===== src/sv/anim_seq_pkg.sv =====
package anim_seq_pkg;

   localparam int MAX_STEPS = 64;
   localparam int MAX_WALK  = 256;

   localparam int STEP_W = $clog2(MAX_STEPS);
   localparam int CNT_W  = STEP_W + 1;
   localparam int CAND_W = STEP_W + 2;
   localparam int WALK_W = $clog2(MAX_WALK);

   localparam int OP_W       = 3;
   localparam int IDX_W      = 7;
   localparam int TV_W       = 17;
   localparam int DUR_W      = 16;
   localparam int TIME_W     = 24;
   localparam int ANS_W      = 25;
   localparam int WT_W       = 19;
   localparam int CSR_IDX_W  = 2;
   localparam int CSR_DATA_W = 24;
   localparam int CFG_CNT_W  = 7;
   localparam int CFG_LS_W   = 6;

   localparam logic [DUR_W-1:0]  HOLD_CODE = 16'hFFFF;
   localparam logic [DUR_W-1:0]  DUR_MAX   = 16'hFFFE;
   localparam logic [DUR_W-1:0]  SAT16     = 16'hFFFF;
   localparam logic [TIME_W-1:0] SAT24     = 24'hFFFFFF;

   localparam logic [OP_W-1:0] OP_TICK    = 3'd0;
   localparam logic [OP_W-1:0] OP_PAUSE   = 3'd1;
   localparam logic [OP_W-1:0] OP_UNPAUSE = 3'd2;
   localparam logic [OP_W-1:0] OP_RESTART = 3'd3;
   localparam logic [OP_W-1:0] OP_WRITE   = 3'd4;
   localparam logic [OP_W-1:0] OP_SINCE   = 3'd5;
   localparam logic [OP_W-1:0] OP_LOOKUP  = 3'd6;

   localparam logic [CSR_IDX_W-1:0] CSR_STEP_COUNT = 2'd0;
   localparam logic [CSR_IDX_W-1:0] CSR_LOOP_START = 2'd1;
   localparam logic [CSR_IDX_W-1:0] CSR_TOTAL      = 2'd2;

   localparam logic [1:0] RD_CUR  = 2'd0;
   localparam logic [1:0] RD_SUM  = 2'd1;
   localparam logic [1:0] RD_WALK = 2'd2;

   localparam logic [1:0] SUM_RESTART = 2'd0;
   localparam logic [1:0] SUM_SINCE   = 2'd1;
   localparam logic [1:0] SUM_WRAP    = 2'd2;

   typedef struct packed {
      logic       capture;
      logic       wr_dur;
      logic [1:0] rd_src;
      logic       pause_set;
      logic       pause_clr;
      logic       tick_apply;
      logic       sum_init;
      logic [1:0] sum_src;
      logic       sum_acc;
      logic       load_step;
      logic       set_since;
      logic       walk_fwd_init;
      logic       walk_bwd_init;
      logic       walk_eval;
      logic       out_load;
   } cmd_type;

   typedef struct packed {
      logic paused;
      logic tick_wrap;
      logic sum_done;
      logic req_tv_pos;
      logic rd_hold;
      logic walk_hit;
      logic walk_last;
   } status_type;

endpackage


===== src/sv/anim_seq_ctrl.sv =====
module anim_seq_ctrl (
   input  logic                           clock,
   input  logic                           reset,
   input  logic                           req_valid,
   output logic                           req_ready,
   input  logic [anim_seq_pkg::OP_W-1:0]  req_opcode,
   output logic                           rsp_valid,
   input  logic                           rsp_ready,
   output anim_seq_pkg::cmd_type          cmd,
   input  anim_seq_pkg::status_type       status
);
   import anim_seq_pkg::*;

   localparam logic [2:0] S_IDLE    = 3'd0;
   localparam logic [2:0] S_TICK    = 3'd1;
   localparam logic [2:0] S_SUM_RD  = 3'd2;
   localparam logic [2:0] S_SUM_ACC = 3'd3;
   localparam logic [2:0] S_WB      = 3'd4;
   localparam logic [2:0] S_WALK_RD = 3'd5;
   localparam logic [2:0] S_WALK_EV = 3'd6;
   localparam logic [2:0] S_DONE    = 3'd7;

   logic [2:0] state_ff, state_in;
   logic       since_ff, since_in;
   logic       rsp_valid_ff, rsp_valid_in;

   assign req_ready = (state_ff == S_IDLE);
   assign rsp_valid = rsp_valid_ff;

   always_comb begin
      cmd      = '0;
      cmd.rd_src = RD_CUR;
      state_in = state_ff;
      since_in = since_ff;
      case (state_ff)
         S_IDLE: begin
            if (req_valid) begin
               cmd.capture = 1'b1;
               state_in    = S_DONE;
               case (req_opcode)
                  OP_TICK: begin
                     if (!status.paused) state_in = S_TICK;
                  end
                  OP_PAUSE:   cmd.pause_set = 1'b1;
                  OP_UNPAUSE: cmd.pause_clr = 1'b1;
                  OP_RESTART: begin
                     cmd.sum_init = 1'b1;
                     cmd.sum_src  = SUM_RESTART;
                     since_in     = 1'b0;
                     state_in     = S_SUM_RD;
                  end
                  OP_WRITE: cmd.wr_dur = 1'b1;
                  OP_SINCE: begin
                     cmd.sum_init = 1'b1;
                     cmd.sum_src  = SUM_SINCE;
                     since_in     = 1'b1;
                     state_in     = S_SUM_RD;
                  end
                  OP_LOOKUP: begin
                     if (status.req_tv_pos) begin
                        cmd.walk_fwd_init = 1'b1;
                        state_in          = S_WALK_RD;
                     end else begin
                        state_in = S_WB;
                     end
                  end
                  default: state_in = S_DONE;
               endcase
            end
         end
         S_TICK: begin
            cmd.tick_apply = 1'b1;
            if (status.tick_wrap) begin
               // past the last step: rebuild overall time from the loop target
               cmd.sum_init = 1'b1;
               cmd.sum_src  = SUM_WRAP;
               since_in     = 1'b0;
               state_in     = S_SUM_RD;
            end else begin
               state_in = S_DONE;
            end
         end
         S_SUM_RD: begin
            if (status.sum_done) begin
               if (since_ff) cmd.set_since = 1'b1;
               else          cmd.load_step = 1'b1;
               state_in = S_DONE;
            end else begin
               cmd.rd_src = RD_SUM;
               state_in   = S_SUM_ACC;
            end
         end
         S_SUM_ACC: begin
            cmd.sum_acc = 1'b1;
            state_in    = S_SUM_RD;
         end
         S_WB: begin
            cmd.walk_bwd_init = 1'b1;
            state_in = status.rd_hold ? S_DONE : S_WALK_RD;
         end
         S_WALK_RD: begin
            cmd.rd_src = RD_WALK;
            state_in   = S_WALK_EV;
         end
         S_WALK_EV: begin
            cmd.walk_eval = 1'b1;
            state_in = (status.walk_hit || status.walk_last) ? S_DONE : S_WALK_RD;
         end
         S_DONE: begin
            if (!rsp_valid_ff || rsp_ready) begin
               cmd.out_load = 1'b1;
               state_in     = S_IDLE;
            end
         end
         default: state_in = S_IDLE;
      endcase
   end

   always_comb begin
      rsp_valid_in = rsp_valid_ff;
      if (cmd.out_load)    rsp_valid_in = 1'b1;
      else if (rsp_ready)  rsp_valid_in = 1'b0;
   end

   always_ff @(posedge clock) begin
      if (reset) begin
         state_ff     <= S_IDLE;
         since_ff     <= 1'b0;
         rsp_valid_ff <= 1'b0;
      end else begin
         state_ff     <= state_in;
         since_ff     <= since_in;
         rsp_valid_ff <= rsp_valid_in;
      end
   end

endmodule


===== src/sv/anim_seq_dp.sv =====
module anim_seq_dp (
   input  logic                                   clock,
   input  logic                                   reset,
   input  anim_seq_pkg::cmd_type                  cmd,
   output anim_seq_pkg::status_type               status,
   input  logic                                   csr_wr_en,
   input  logic [anim_seq_pkg::CSR_IDX_W-1:0]     csr_index,
   input  logic [anim_seq_pkg::CSR_DATA_W-1:0]    csr_wr_data,
   input  logic [anim_seq_pkg::IDX_W-1:0]         req_step_index,
   input  logic signed [anim_seq_pkg::TV_W-1:0]   req_time_value,
   output logic [anim_seq_pkg::IDX_W-1:0]         rsp_current_step,
   output logic [anim_seq_pkg::DUR_W-1:0]         rsp_step_ticks,
   output logic [anim_seq_pkg::TIME_W-1:0]        rsp_elapsed_ticks,
   output logic [anim_seq_pkg::TIME_W-1:0]        rsp_remaining_ticks,
   output logic                                   rsp_step_starting,
   output logic                                   rsp_is_paused,
   output logic signed [anim_seq_pkg::ANS_W-1:0]  rsp_query_answer,
   output logic                                   rsp_walk_failed
);
   import anim_seq_pkg::*;

   // configuration
   logic [CFG_CNT_W-1:0] step_count_ff, step_count_in;
   logic [CFG_LS_W-1:0]  loop_start_ff, loop_start_in;
   logic [TIME_W-1:0]    total_ff, total_in;

   // playback state
   logic [STEP_W-1:0] pos_ff, pos_in;
   logic [DUR_W-1:0]  ts_ff, ts_in;
   logic [TIME_W-1:0] ov_ff, ov_in;
   logic              paused_ff, paused_in;

   // duration memory
   logic [DUR_W-1:0]  dur_mem [MAX_STEPS];
   logic [DUR_W-1:0]  rd_data_ff;
   logic [STEP_W-1:0] rd_addr;
   logic [DUR_W-1:0]  wr_val;
   logic              wr_ok;

   // working registers
   logic signed [TV_W-1:0]  tv_ff, tv_in;
   logic [TIME_W-1:0]       sum_ff, sum_in;
   logic [STEP_W-1:0]       k_ff, k_in;
   logic [STEP_W-1:0]       i_ff, i_in;
   logic [STEP_W-1:0]       c_ff, c_in;
   logic signed [WT_W-1:0]  t_ff, t_in;
   logic [WALK_W-1:0]       it_ff, it_in;
   logic                    bwd_ff, bwd_in;
   logic signed [ANS_W-1:0] ans_ff, ans_in;
   logic                    failed_ff, failed_in;

   // result register
   logic [IDX_W-1:0]        o_step_ff;
   logic [DUR_W-1:0]        o_ts_ff;
   logic [TIME_W-1:0]       o_ov_ff;
   logic [TIME_W-1:0]       o_rem_ff;
   logic                    o_start_ff;
   logic                    o_paused_ff;
   logic signed [ANS_W-1:0] o_ans_ff;
   logic                    o_failed_ff;

   // derived values
   logic [CNT_W-1:0]        n;
   logic [STEP_W-1:0]       n_m1;
   logic [STEP_W-1:0]       lt;
   logic [STEP_W-1:0]       cur;
   logic [CNT_W-1:0]        cur_nxt;
   logic [TIME_W-1:0]       ov_inc;
   logic [DUR_W-1:0]        ts_inc;
   logic                    tick_adv;
   logic                    rd_hold;
   logic [DUR_W-1:0]        d_add;
   logic [TIME_W:0]         sum_wide;
   logic signed [WT_W-1:0]  d_t;
   logic signed [WT_W-1:0]  tv_req_ext;
   logic signed [WT_W-1:0]  tv_ff_ext;
   logic signed [WT_W-1:0]  ts_ext;
   logic [CAND_W-1:0]       cand_u;
   logic signed [CAND_W-1:0] cand;
   logic [STEP_W-1:0]       c_nxt;
   logic                    walk_hit;
   logic                    walk_last;
   logic signed [ANS_W-1:0] ans_c;
   logic signed [ANS_W-1:0] ans_cur;
   logic [STEP_W-1:0]       k_restart;
   logic [STEP_W-1:0]       k_since;

   always_comb begin
      if (step_count_ff == '0)                    n = CNT_W'(1);
      else if (32'(step_count_ff) > MAX_STEPS)    n = CNT_W'(MAX_STEPS);
      else                                        n = CNT_W'(step_count_ff);
   end

   assign n_m1 = STEP_W'(n - CNT_W'(1));
   assign lt   = (32'(loop_start_ff) >= 32'(n)) ? n_m1 : STEP_W'(loop_start_ff);
   assign cur  = (32'(pos_ff) >= 32'(n)) ? n_m1 : pos_ff;

   // tick arithmetic
   assign cur_nxt  = CNT_W'(cur) + CNT_W'(1);
   assign ov_inc   = (ov_ff == SAT24) ? ov_ff : ov_ff + TIME_W'(1);
   assign ts_inc   = (ts_ff == SAT16) ? ts_ff : ts_ff + DUR_W'(1);
   assign rd_hold  = (rd_data_ff == HOLD_CODE);
   assign tick_adv = !rd_hold && (ts_inc >= rd_data_ff);

   // start time accumulation, hold steps add nothing
   assign d_add    = rd_hold ? '0 : rd_data_ff;
   assign sum_wide = {1'b0, sum_ff} + (TIME_W+1)'(d_add);

   assign k_restart = (32'(req_step_index) >= 32'(n)) ? lt : STEP_W'(req_step_index);
   always_comb begin
      if (req_step_index == '0)                                 k_since = '0;
      else if (32'(req_step_index) - 32'd1 >= 32'(n_m1))        k_since = n_m1;
      else                                                      k_since = STEP_W'(req_step_index - IDX_W'(1));
   end

   // walk arithmetic
   assign d_t        = $signed({{(WT_W-DUR_W){1'b0}}, rd_data_ff});
   assign tv_req_ext = $signed({{(WT_W-TV_W){req_time_value[TV_W-1]}}, req_time_value});
   assign tv_ff_ext  = $signed({{(WT_W-TV_W){tv_ff[TV_W-1]}}, tv_ff});
   assign ts_ext     = $signed({{(WT_W-DUR_W){1'b0}}, ts_ff});
   assign walk_hit   = rd_hold || (t_ff < d_t);
   assign walk_last  = (it_ff == WALK_W'(MAX_WALK - 1));

   assign cand_u = bwd_ff ? {2'b00, c_ff} - CAND_W'(1) : {2'b00, c_ff} + CAND_W'(1);
   assign cand   = $signed(cand_u);
   always_comb begin
      if (cand == $signed({1'b0, n}))              c_nxt = lt;
      else if (cand < $signed({2'b00, lt}))        c_nxt = n_m1;
      else                                         c_nxt = cand_u[STEP_W-1:0];
   end

   assign ans_c   = $signed(ANS_W'(c_ff) + ANS_W'(1));
   assign ans_cur = $signed(ANS_W'(cur) + ANS_W'(1));

   // duration write clamp, minus one means hold
   always_comb begin
      if (req_time_value == -17'sd1)        wr_val = HOLD_CODE;
      else if (req_time_value < 17'sd0)     wr_val = '0;
      else if (req_time_value > 17'sd65534) wr_val = DUR_MAX;
      else                                  wr_val = req_time_value[DUR_W-1:0];
   end
   assign wr_ok = (32'(req_step_index) < MAX_STEPS);

   always_comb begin
      case (cmd.rd_src)
         RD_SUM:  rd_addr = i_ff;
         RD_WALK: rd_addr = c_ff;
         default: rd_addr = cur;
      endcase
   end

   always_ff @(posedge clock) begin
      if (cmd.wr_dur && wr_ok) dur_mem[STEP_W'(req_step_index)] <= wr_val;
      rd_data_ff <= dur_mem[rd_addr];
   end

   // configuration writes
   always_comb begin
      step_count_in = step_count_ff;
      loop_start_in = loop_start_ff;
      total_in      = total_ff;
      if (csr_wr_en) begin
         case (csr_index)
            CSR_STEP_COUNT: step_count_in = csr_wr_data[CFG_CNT_W-1:0];
            CSR_LOOP_START: loop_start_in = csr_wr_data[CFG_LS_W-1:0];
            CSR_TOTAL:      total_in      = csr_wr_data[TIME_W-1:0];
            default:        total_in      = total_ff;
         endcase
      end
   end

   always_comb begin
      pos_in    = pos_ff;
      ts_in     = ts_ff;
      ov_in     = ov_ff;
      paused_in = paused_ff;
      tv_in     = tv_ff;
      sum_in    = sum_ff;
      k_in      = k_ff;
      i_in      = i_ff;
      c_in      = c_ff;
      t_in      = t_ff;
      it_in     = it_ff;
      bwd_in    = bwd_ff;
      ans_in    = ans_ff;
      failed_in = failed_ff;

      if (cmd.capture) begin
         tv_in     = req_time_value;
         ans_in    = '0;
         failed_in = 1'b0;
      end
      if (cmd.pause_set) paused_in = 1'b1;
      if (cmd.pause_clr) paused_in = 1'b0;

      if (cmd.tick_apply) begin
         ov_in = ov_inc;
         if (tick_adv) begin
            ts_in  = '0;
            pos_in = cur_nxt[STEP_W-1:0];
         end else begin
            ts_in = ts_inc;
         end
      end

      if (cmd.sum_init) begin
         sum_in = '0;
         i_in   = '0;
         case (cmd.sum_src)
            SUM_RESTART: k_in = k_restart;
            SUM_SINCE:   k_in = k_since;
            default:     k_in = lt;
         endcase
      end
      if (cmd.sum_acc) begin
         sum_in = (sum_wide > (TIME_W+1)'(SAT24)) ? SAT24 : sum_wide[TIME_W-1:0];
         i_in   = i_ff + STEP_W'(1);
      end
      if (cmd.load_step) begin
         pos_in = k_ff;
         ts_in  = '0;
         ov_in  = sum_ff;
      end
      if (cmd.set_since) begin
         ans_in = $signed({1'b0, ov_ff}) - $signed({1'b0, sum_ff});
      end

      if (cmd.walk_fwd_init) begin
         c_in   = cur;
         t_in   = tv_req_ext + ts_ext;
         it_in  = '0;
         bwd_in = 1'b0;
      end
      if (cmd.walk_bwd_init) begin
         // a current hold step answers itself
         if (rd_hold) begin
            ans_in = ans_cur;
         end else begin
            c_in   = cur;
            t_in   = -tv_ff_ext + d_t - WT_W'(1) - ts_ext;
            it_in  = '0;
            bwd_in = 1'b1;
         end
      end
      if (cmd.walk_eval) begin
         if (walk_hit) begin
            ans_in = ans_c;
         end else if (walk_last) begin
            failed_in = 1'b1;
         end else begin
            t_in  = t_ff - d_t;
            c_in  = c_nxt;
            it_in = it_ff + WALK_W'(1);
         end
      end
   end

   always_ff @(posedge clock) begin
      if (reset) begin
         step_count_ff <= CFG_CNT_W'(1);
         loop_start_ff <= '0;
         total_ff      <= '0;
         pos_ff        <= '0;
         ts_ff         <= '0;
         ov_ff         <= '0;
         paused_ff     <= 1'b0;
      end else begin
         step_count_ff <= step_count_in;
         loop_start_ff <= loop_start_in;
         total_ff      <= total_in;
         pos_ff        <= pos_in;
         ts_ff         <= ts_in;
         ov_ff         <= ov_in;
         paused_ff     <= paused_in;
      end
   end

   always_ff @(posedge clock) begin
      tv_ff     <= tv_in;
      sum_ff    <= sum_in;
      k_ff      <= k_in;
      i_ff      <= i_in;
      c_ff      <= c_in;
      t_ff      <= t_in;
      it_ff     <= it_in;
      bwd_ff    <= bwd_in;
      ans_ff    <= ans_in;
      failed_ff <= failed_in;
   end

   always_ff @(posedge clock) begin
      if (cmd.out_load) begin
         o_step_ff   <= IDX_W'(CNT_W'(cur) + CNT_W'(1));
         o_ts_ff     <= ts_ff;
         o_ov_ff     <= ov_ff;
         o_rem_ff    <= (total_ff > ov_ff) ? total_ff - ov_ff - TIME_W'(1) : '0;
         o_start_ff  <= !paused_ff && (ts_ff == '0);
         o_paused_ff <= paused_ff;
         o_ans_ff    <= ans_ff;
         o_failed_ff <= failed_ff;
      end
   end

   assign status.paused     = paused_ff;
   assign status.tick_wrap  = tick_adv && (cur_nxt >= n);
   assign status.sum_done   = (i_ff == k_ff);
   assign status.req_tv_pos = (req_time_value > 17'sd0);
   assign status.rd_hold    = rd_hold;
   assign status.walk_hit   = walk_hit;
   assign status.walk_last  = walk_last;

   assign rsp_current_step    = o_step_ff;
   assign rsp_step_ticks      = o_ts_ff;
   assign rsp_elapsed_ticks   = o_ov_ff;
   assign rsp_remaining_ticks = o_rem_ff;
   assign rsp_step_starting   = o_start_ff;
   assign rsp_is_paused       = o_paused_ff;
   assign rsp_query_answer    = o_ans_ff;
   assign rsp_walk_failed     = o_failed_ff;

endmodule


===== src/sv/animation_step_sequencer.sv =====
// pause, unpause, write and a paused tick go straight to the response; a playing tick first passes the tick state
// restart, time-since query and tick past the last step sum the durations of the k steps before the target,
// alternating a duration read and an add through the single memory read port
// offset lookup walks w steps ahead or back, a read and an evaluation per step, w at most MAX_WALK
// one request in flight; the next is taken while the previous response waits
// synchronous reset clears position, step time, overall time, pause flag and config, step count set to one
module animation_step_sequencer (
   input  logic                                   clock,
   input  logic                                   reset,
   input  logic                                   req_valid,
   output logic                                   req_ready,
   input  logic [anim_seq_pkg::OP_W-1:0]          req_opcode,
   input  logic [anim_seq_pkg::IDX_W-1:0]         req_step_index,
   input  logic signed [anim_seq_pkg::TV_W-1:0]   req_time_value,
   output logic                                   rsp_valid,
   input  logic                                   rsp_ready,
   output logic [anim_seq_pkg::IDX_W-1:0]         rsp_current_step,
   output logic [anim_seq_pkg::DUR_W-1:0]         rsp_step_ticks,
   output logic [anim_seq_pkg::TIME_W-1:0]        rsp_elapsed_ticks,
   output logic [anim_seq_pkg::TIME_W-1:0]        rsp_remaining_ticks,
   output logic                                   rsp_step_starting,
   output logic                                   rsp_is_paused,
   output logic signed [anim_seq_pkg::ANS_W-1:0]  rsp_query_answer,
   output logic                                   rsp_walk_failed,
   input  logic                                   csr_wr_en,
   input  logic [anim_seq_pkg::CSR_IDX_W-1:0]     csr_index,
   input  logic [anim_seq_pkg::CSR_DATA_W-1:0]    csr_wr_data
);
   import anim_seq_pkg::*;

   cmd_type    cmd;
   status_type status;

   anim_seq_ctrl u_ctrl (
      .clock      (clock),
      .reset      (reset),
      .req_valid  (req_valid),
      .req_ready  (req_ready),
      .req_opcode (req_opcode),
      .rsp_valid  (rsp_valid),
      .rsp_ready  (rsp_ready),
      .cmd        (cmd),
      .status     (status)
   );

   anim_seq_dp u_dp (
      .clock               (clock),
      .reset               (reset),
      .cmd                 (cmd),
      .status              (status),
      .csr_wr_en           (csr_wr_en),
      .csr_index           (csr_index),
      .csr_wr_data         (csr_wr_data),
      .req_step_index      (req_step_index),
      .req_time_value      (req_time_value),
      .rsp_current_step    (rsp_current_step),
      .rsp_step_ticks      (rsp_step_ticks),
      .rsp_elapsed_ticks   (rsp_elapsed_ticks),
      .rsp_remaining_ticks (rsp_remaining_ticks),
      .rsp_step_starting   (rsp_step_starting),
      .rsp_is_paused       (rsp_is_paused),
      .rsp_query_answer    (rsp_query_answer),
      .rsp_walk_failed     (rsp_walk_failed)
   );

endmodule


===== config.mk =====
export PLATFORM = sky130hd
export DESIGN_NAME = animation_step_sequencer
export DESIGN_NICKNAME = d
export VERILOG_FILES = /design/src/sv/anim_seq_pkg.sv /design/src/sv/anim_seq_ctrl.sv /design/src/sv/anim_seq_dp.sv /design/src/sv/animation_step_sequencer.sv
export SDC_FILE = /design/constraint.sdc
export NUM_CORES = 2
export LEC_CHECK = 0
export BUFFER_PORTS_ARGS = -buffer_cell sky130_fd_sc_hd__buf_4
export CAP_MARGIN = 20
export CORE_ASPECT_RATIO = 0.7
export CORE_UTILIZATION = 35
export CTS_CLUSTER_SIZE = 20
export DETAILED_ROUTE_END_ITERATION = 16
export PLACE_DENSITY_LB_ADDON = 0.15
export SYNTH_ARGS = -nofsm -noshare
export SYNTH_HDL_FRONTEND = slang
export SYNTH_SLANG_ARGS = --single-unit

===== constraint.sdc =====
create_clock -name clock -period 15.55 [get_ports clock]
set_input_delay 1.555 -clock clock [delete_from_list [all_inputs] [get_ports clock]]
set_output_delay 1.555 -clock clock [all_outputs]
set_load 0.02 [all_outputs]

==> reports/results.ini <==
[power]
p_per_area_nw_per_um2=183
power_leakage_nw=24.5
vdd.ir_drop.worst_mv=0.295
power_mw=12.7

[layout]
final_cell_mix=1176 x edfxtp_1, 636 x nand2_1, 414 x nor2_1
nNetsFinal=5478
fin_area_um2=69200
final-seq-area_um2=38600
drive_above_1_share_pct=11.2
fillers=16241
multi_input_area_um2=20300
final_common_cell=edfxtp_1
syn2layout_area_growth_pct=14.5

[die]
core-area_um2=171000
die_h_um=350
start_util_pct=35.3
io_pins=159
row_count=127
die-area_um2=174000
die_x_um=499

[route]
vias=42699
wl_per_cell_um=27.2
drt_iter0_markers=5299
ant_nets=0
first_pass_iters=6
routed_wl_mm=206
drc=0
routed_via_density=5.63

[critical_path]
crit_buf_inv=4
path_cells=clkinv_1, nand2_1, ha_1, nor2b_2, and3_1, a21oi_2, o211a_4, buf_4, buf_4, nand3_1, buf_4, nor2_1, nor3_1, nand3_1, nand4_1, or4_1
cp.depth=16
crit_top_cell=buf_4
end_kind=flip-flop
slowest_stage=a21oi_2
arrival_ns=7.19
ff2ff_path_depth=16
crit_type=flip-flop to flip-flop
start_kind=flip-flop
cpPeakStageDelay_ns=0.65
crit_fanout=41
crit_required_ns=16.22
cp_top_family=simple AND/OR/NAND/NOR gates

[sta]
finClkSkew_ns=0.0467
fin_setup_tns_ns=0
setup-violations-final=0
tightest_slew_ns=1.17
timing.fmax_ghz=0.153
fin_crit_ns=6.53
slew_viol_final=0
rsz0062_at_grt=false
finalHoldViolCount=0
min_period_over_period_pct=42.0
maxSlewHeadroom_pct=21.5

[run]
drv_cap=0

[placement]
gp_congestion=0.880
hpwlAfterDp_mm=136
io_buffers=158
place_area_um2=64700

[clocking]
hold_buffers=0
numCtsBuffers=137
clkSinkCount=1341
clock_path_buffers=3
cts_tree=done
path_clk_slew_ns=0.06
cts-root-buf=clkbuf_16
cts_max_level=4
cts_resized=0
postCtsSetupBuffers=0
clock_latency_ns=0.80

[synthesis]
synth-edff-count=1176
synthCells=5029
synth_area_um2=60400
async_flop_share_pct=0
yosysWarnings=0
avgSynthCellArea_um2=12.0
synth_cell_type_count=95
ys_ff_latch=1341
synth_nets=5289
yosysSeqAreaShare_pct=63.9
ys.flop_type=edfxtp_1

[hold_path]
hp-class=flip-flop to flip-flop
min_path_cells=0

[global_routing]
grt_pass1_vias=39380
gr-total-overflow=0
grt_pass1_wl_mm=293
grt_max_degree=146
antenna_found_initial=10
track_usage_pct=23.3

[run_status]
status=finished clean

[registers in the layout (all words and copies together), names as in the netlist, 17 cells and up]
register	count
u_dp.rsp_query_answer	25
u_dp.dur_mem	1024
u_dp.ov_ff	24
u_dp.rsp_elapsed_ticks	24
u_dp.tv_ff	17
u_dp.ans_ff	25
u_dp.sum_ff	24
u_dp.total_ff	24
u_dp.t_ff	19
u_dp.rsp_remaining_ticks	24
[through the flow]
stage | util [%] | setup WS (ns) | hold WS (ns) | instances
final | 40.4 | 9.02 | 0.436 | 7589
after global routing | 40.4 | 8.64 | 0.442 | 7586
after CTS | 40.4 | 9.08 | 0.432 | 7583
after detailed placement | 37.8 | 9.08 | 0.417 | 7335
after global placement | 37.8 | 9.18 | 0.413 | 7334
after floorplan | - | 8.91 | 0.400 | 5029
[layout make-up]
cell class | count | area share, %
Tap cell | 2257 | 4.08
Multi-Input combinational cell | 3254 | 29.3
Clock buffer | 181 | 5.34
Timing Repair Buffer | 302 | 3.35
Antenna cell | 5 | 0.0181
Sequential cell | 1341 | 55.8
Clock inverter | 67 | 1.09
Inverter | 182 | 0.988
[path summary, 6_finish.rpt]
check                        start                   endpoint  slack [ns]
min reg2reg        u_dp.ans_ff[14]  u_dp.rsp_query_answer[14]        0.44
max          u_dp.step_count_ff[6]         u_dp.rd_data_ff[7]        9.02
min                u_dp.ans_ff[14]  u_dp.rsp_query_answer[14]        0.44
max reg2reg  u_dp.step_count_ff[6]         u_dp.rd_data_ff[7]        9.02
[per-layer routing]
layer  track usage, %  wire [µm]  part of all wire [%]  up-vias
li1                 -          -                     -    19253
met1             36.8     100000                    49    21348
met2             29.9      78800                    38     1864
met3             7.20      23000                    11      232
met4             5.69       4180                   2.0        2
met5                0         12                0.0058        -
[synth_stat cells (51+ instances only)]
master / number / area, µm²
inv_1: 179 / 672
xnor2_1: 92 / 806
ha_1: 181 / 2260
xor2_1: 51 / 447
nand2_1: 638 / 2390
nor3_1: 77 / 385
edfxtp_1: 1176 / 35300
nor2_1: 417 / 1570
o21ai_0: 207 / 1040
dfxtp_1: 165 / 3300
nand4_1: 82 / 513
a21o_1: 56 / 420
o22ai_1: 115 / 719
a21oi_1: 307 / 1540
clkbuf_1: 165 / 619
mux2i_1: 87 / 871
nand3_1: 221 / 1110
[report_power, final]
part           leakage, nW  internal [mW]  switching (mW)  total [mW]
clock network         2.17           1.85            1.49        3.34
registers             12.1           4.08           0.208        4.29
logic                 10.2           1.55            3.48        5.04
total                 24.5           7.48            5.18        12.7
[logic make-up (layout without fill, tap and decap cells)]
logic type / count (synthesis) / count (layout) / synth area share, %
other cells: 0 / 5 / 0
buf+inv: 434 / 732 / 2.92
flops: 1341 / 1341 / 63.9
simple gates: 1656 / 1656 / 12.4
mux: 112 / 112 / 1.91
fa+ha+maj: 202 / 202 / 4.44
compound gates: 1140 / 1140 / 12.3
xor+xnor: 144 / 144 / 2.10
No activity file was read; power rests on OpenSTA's default activity.
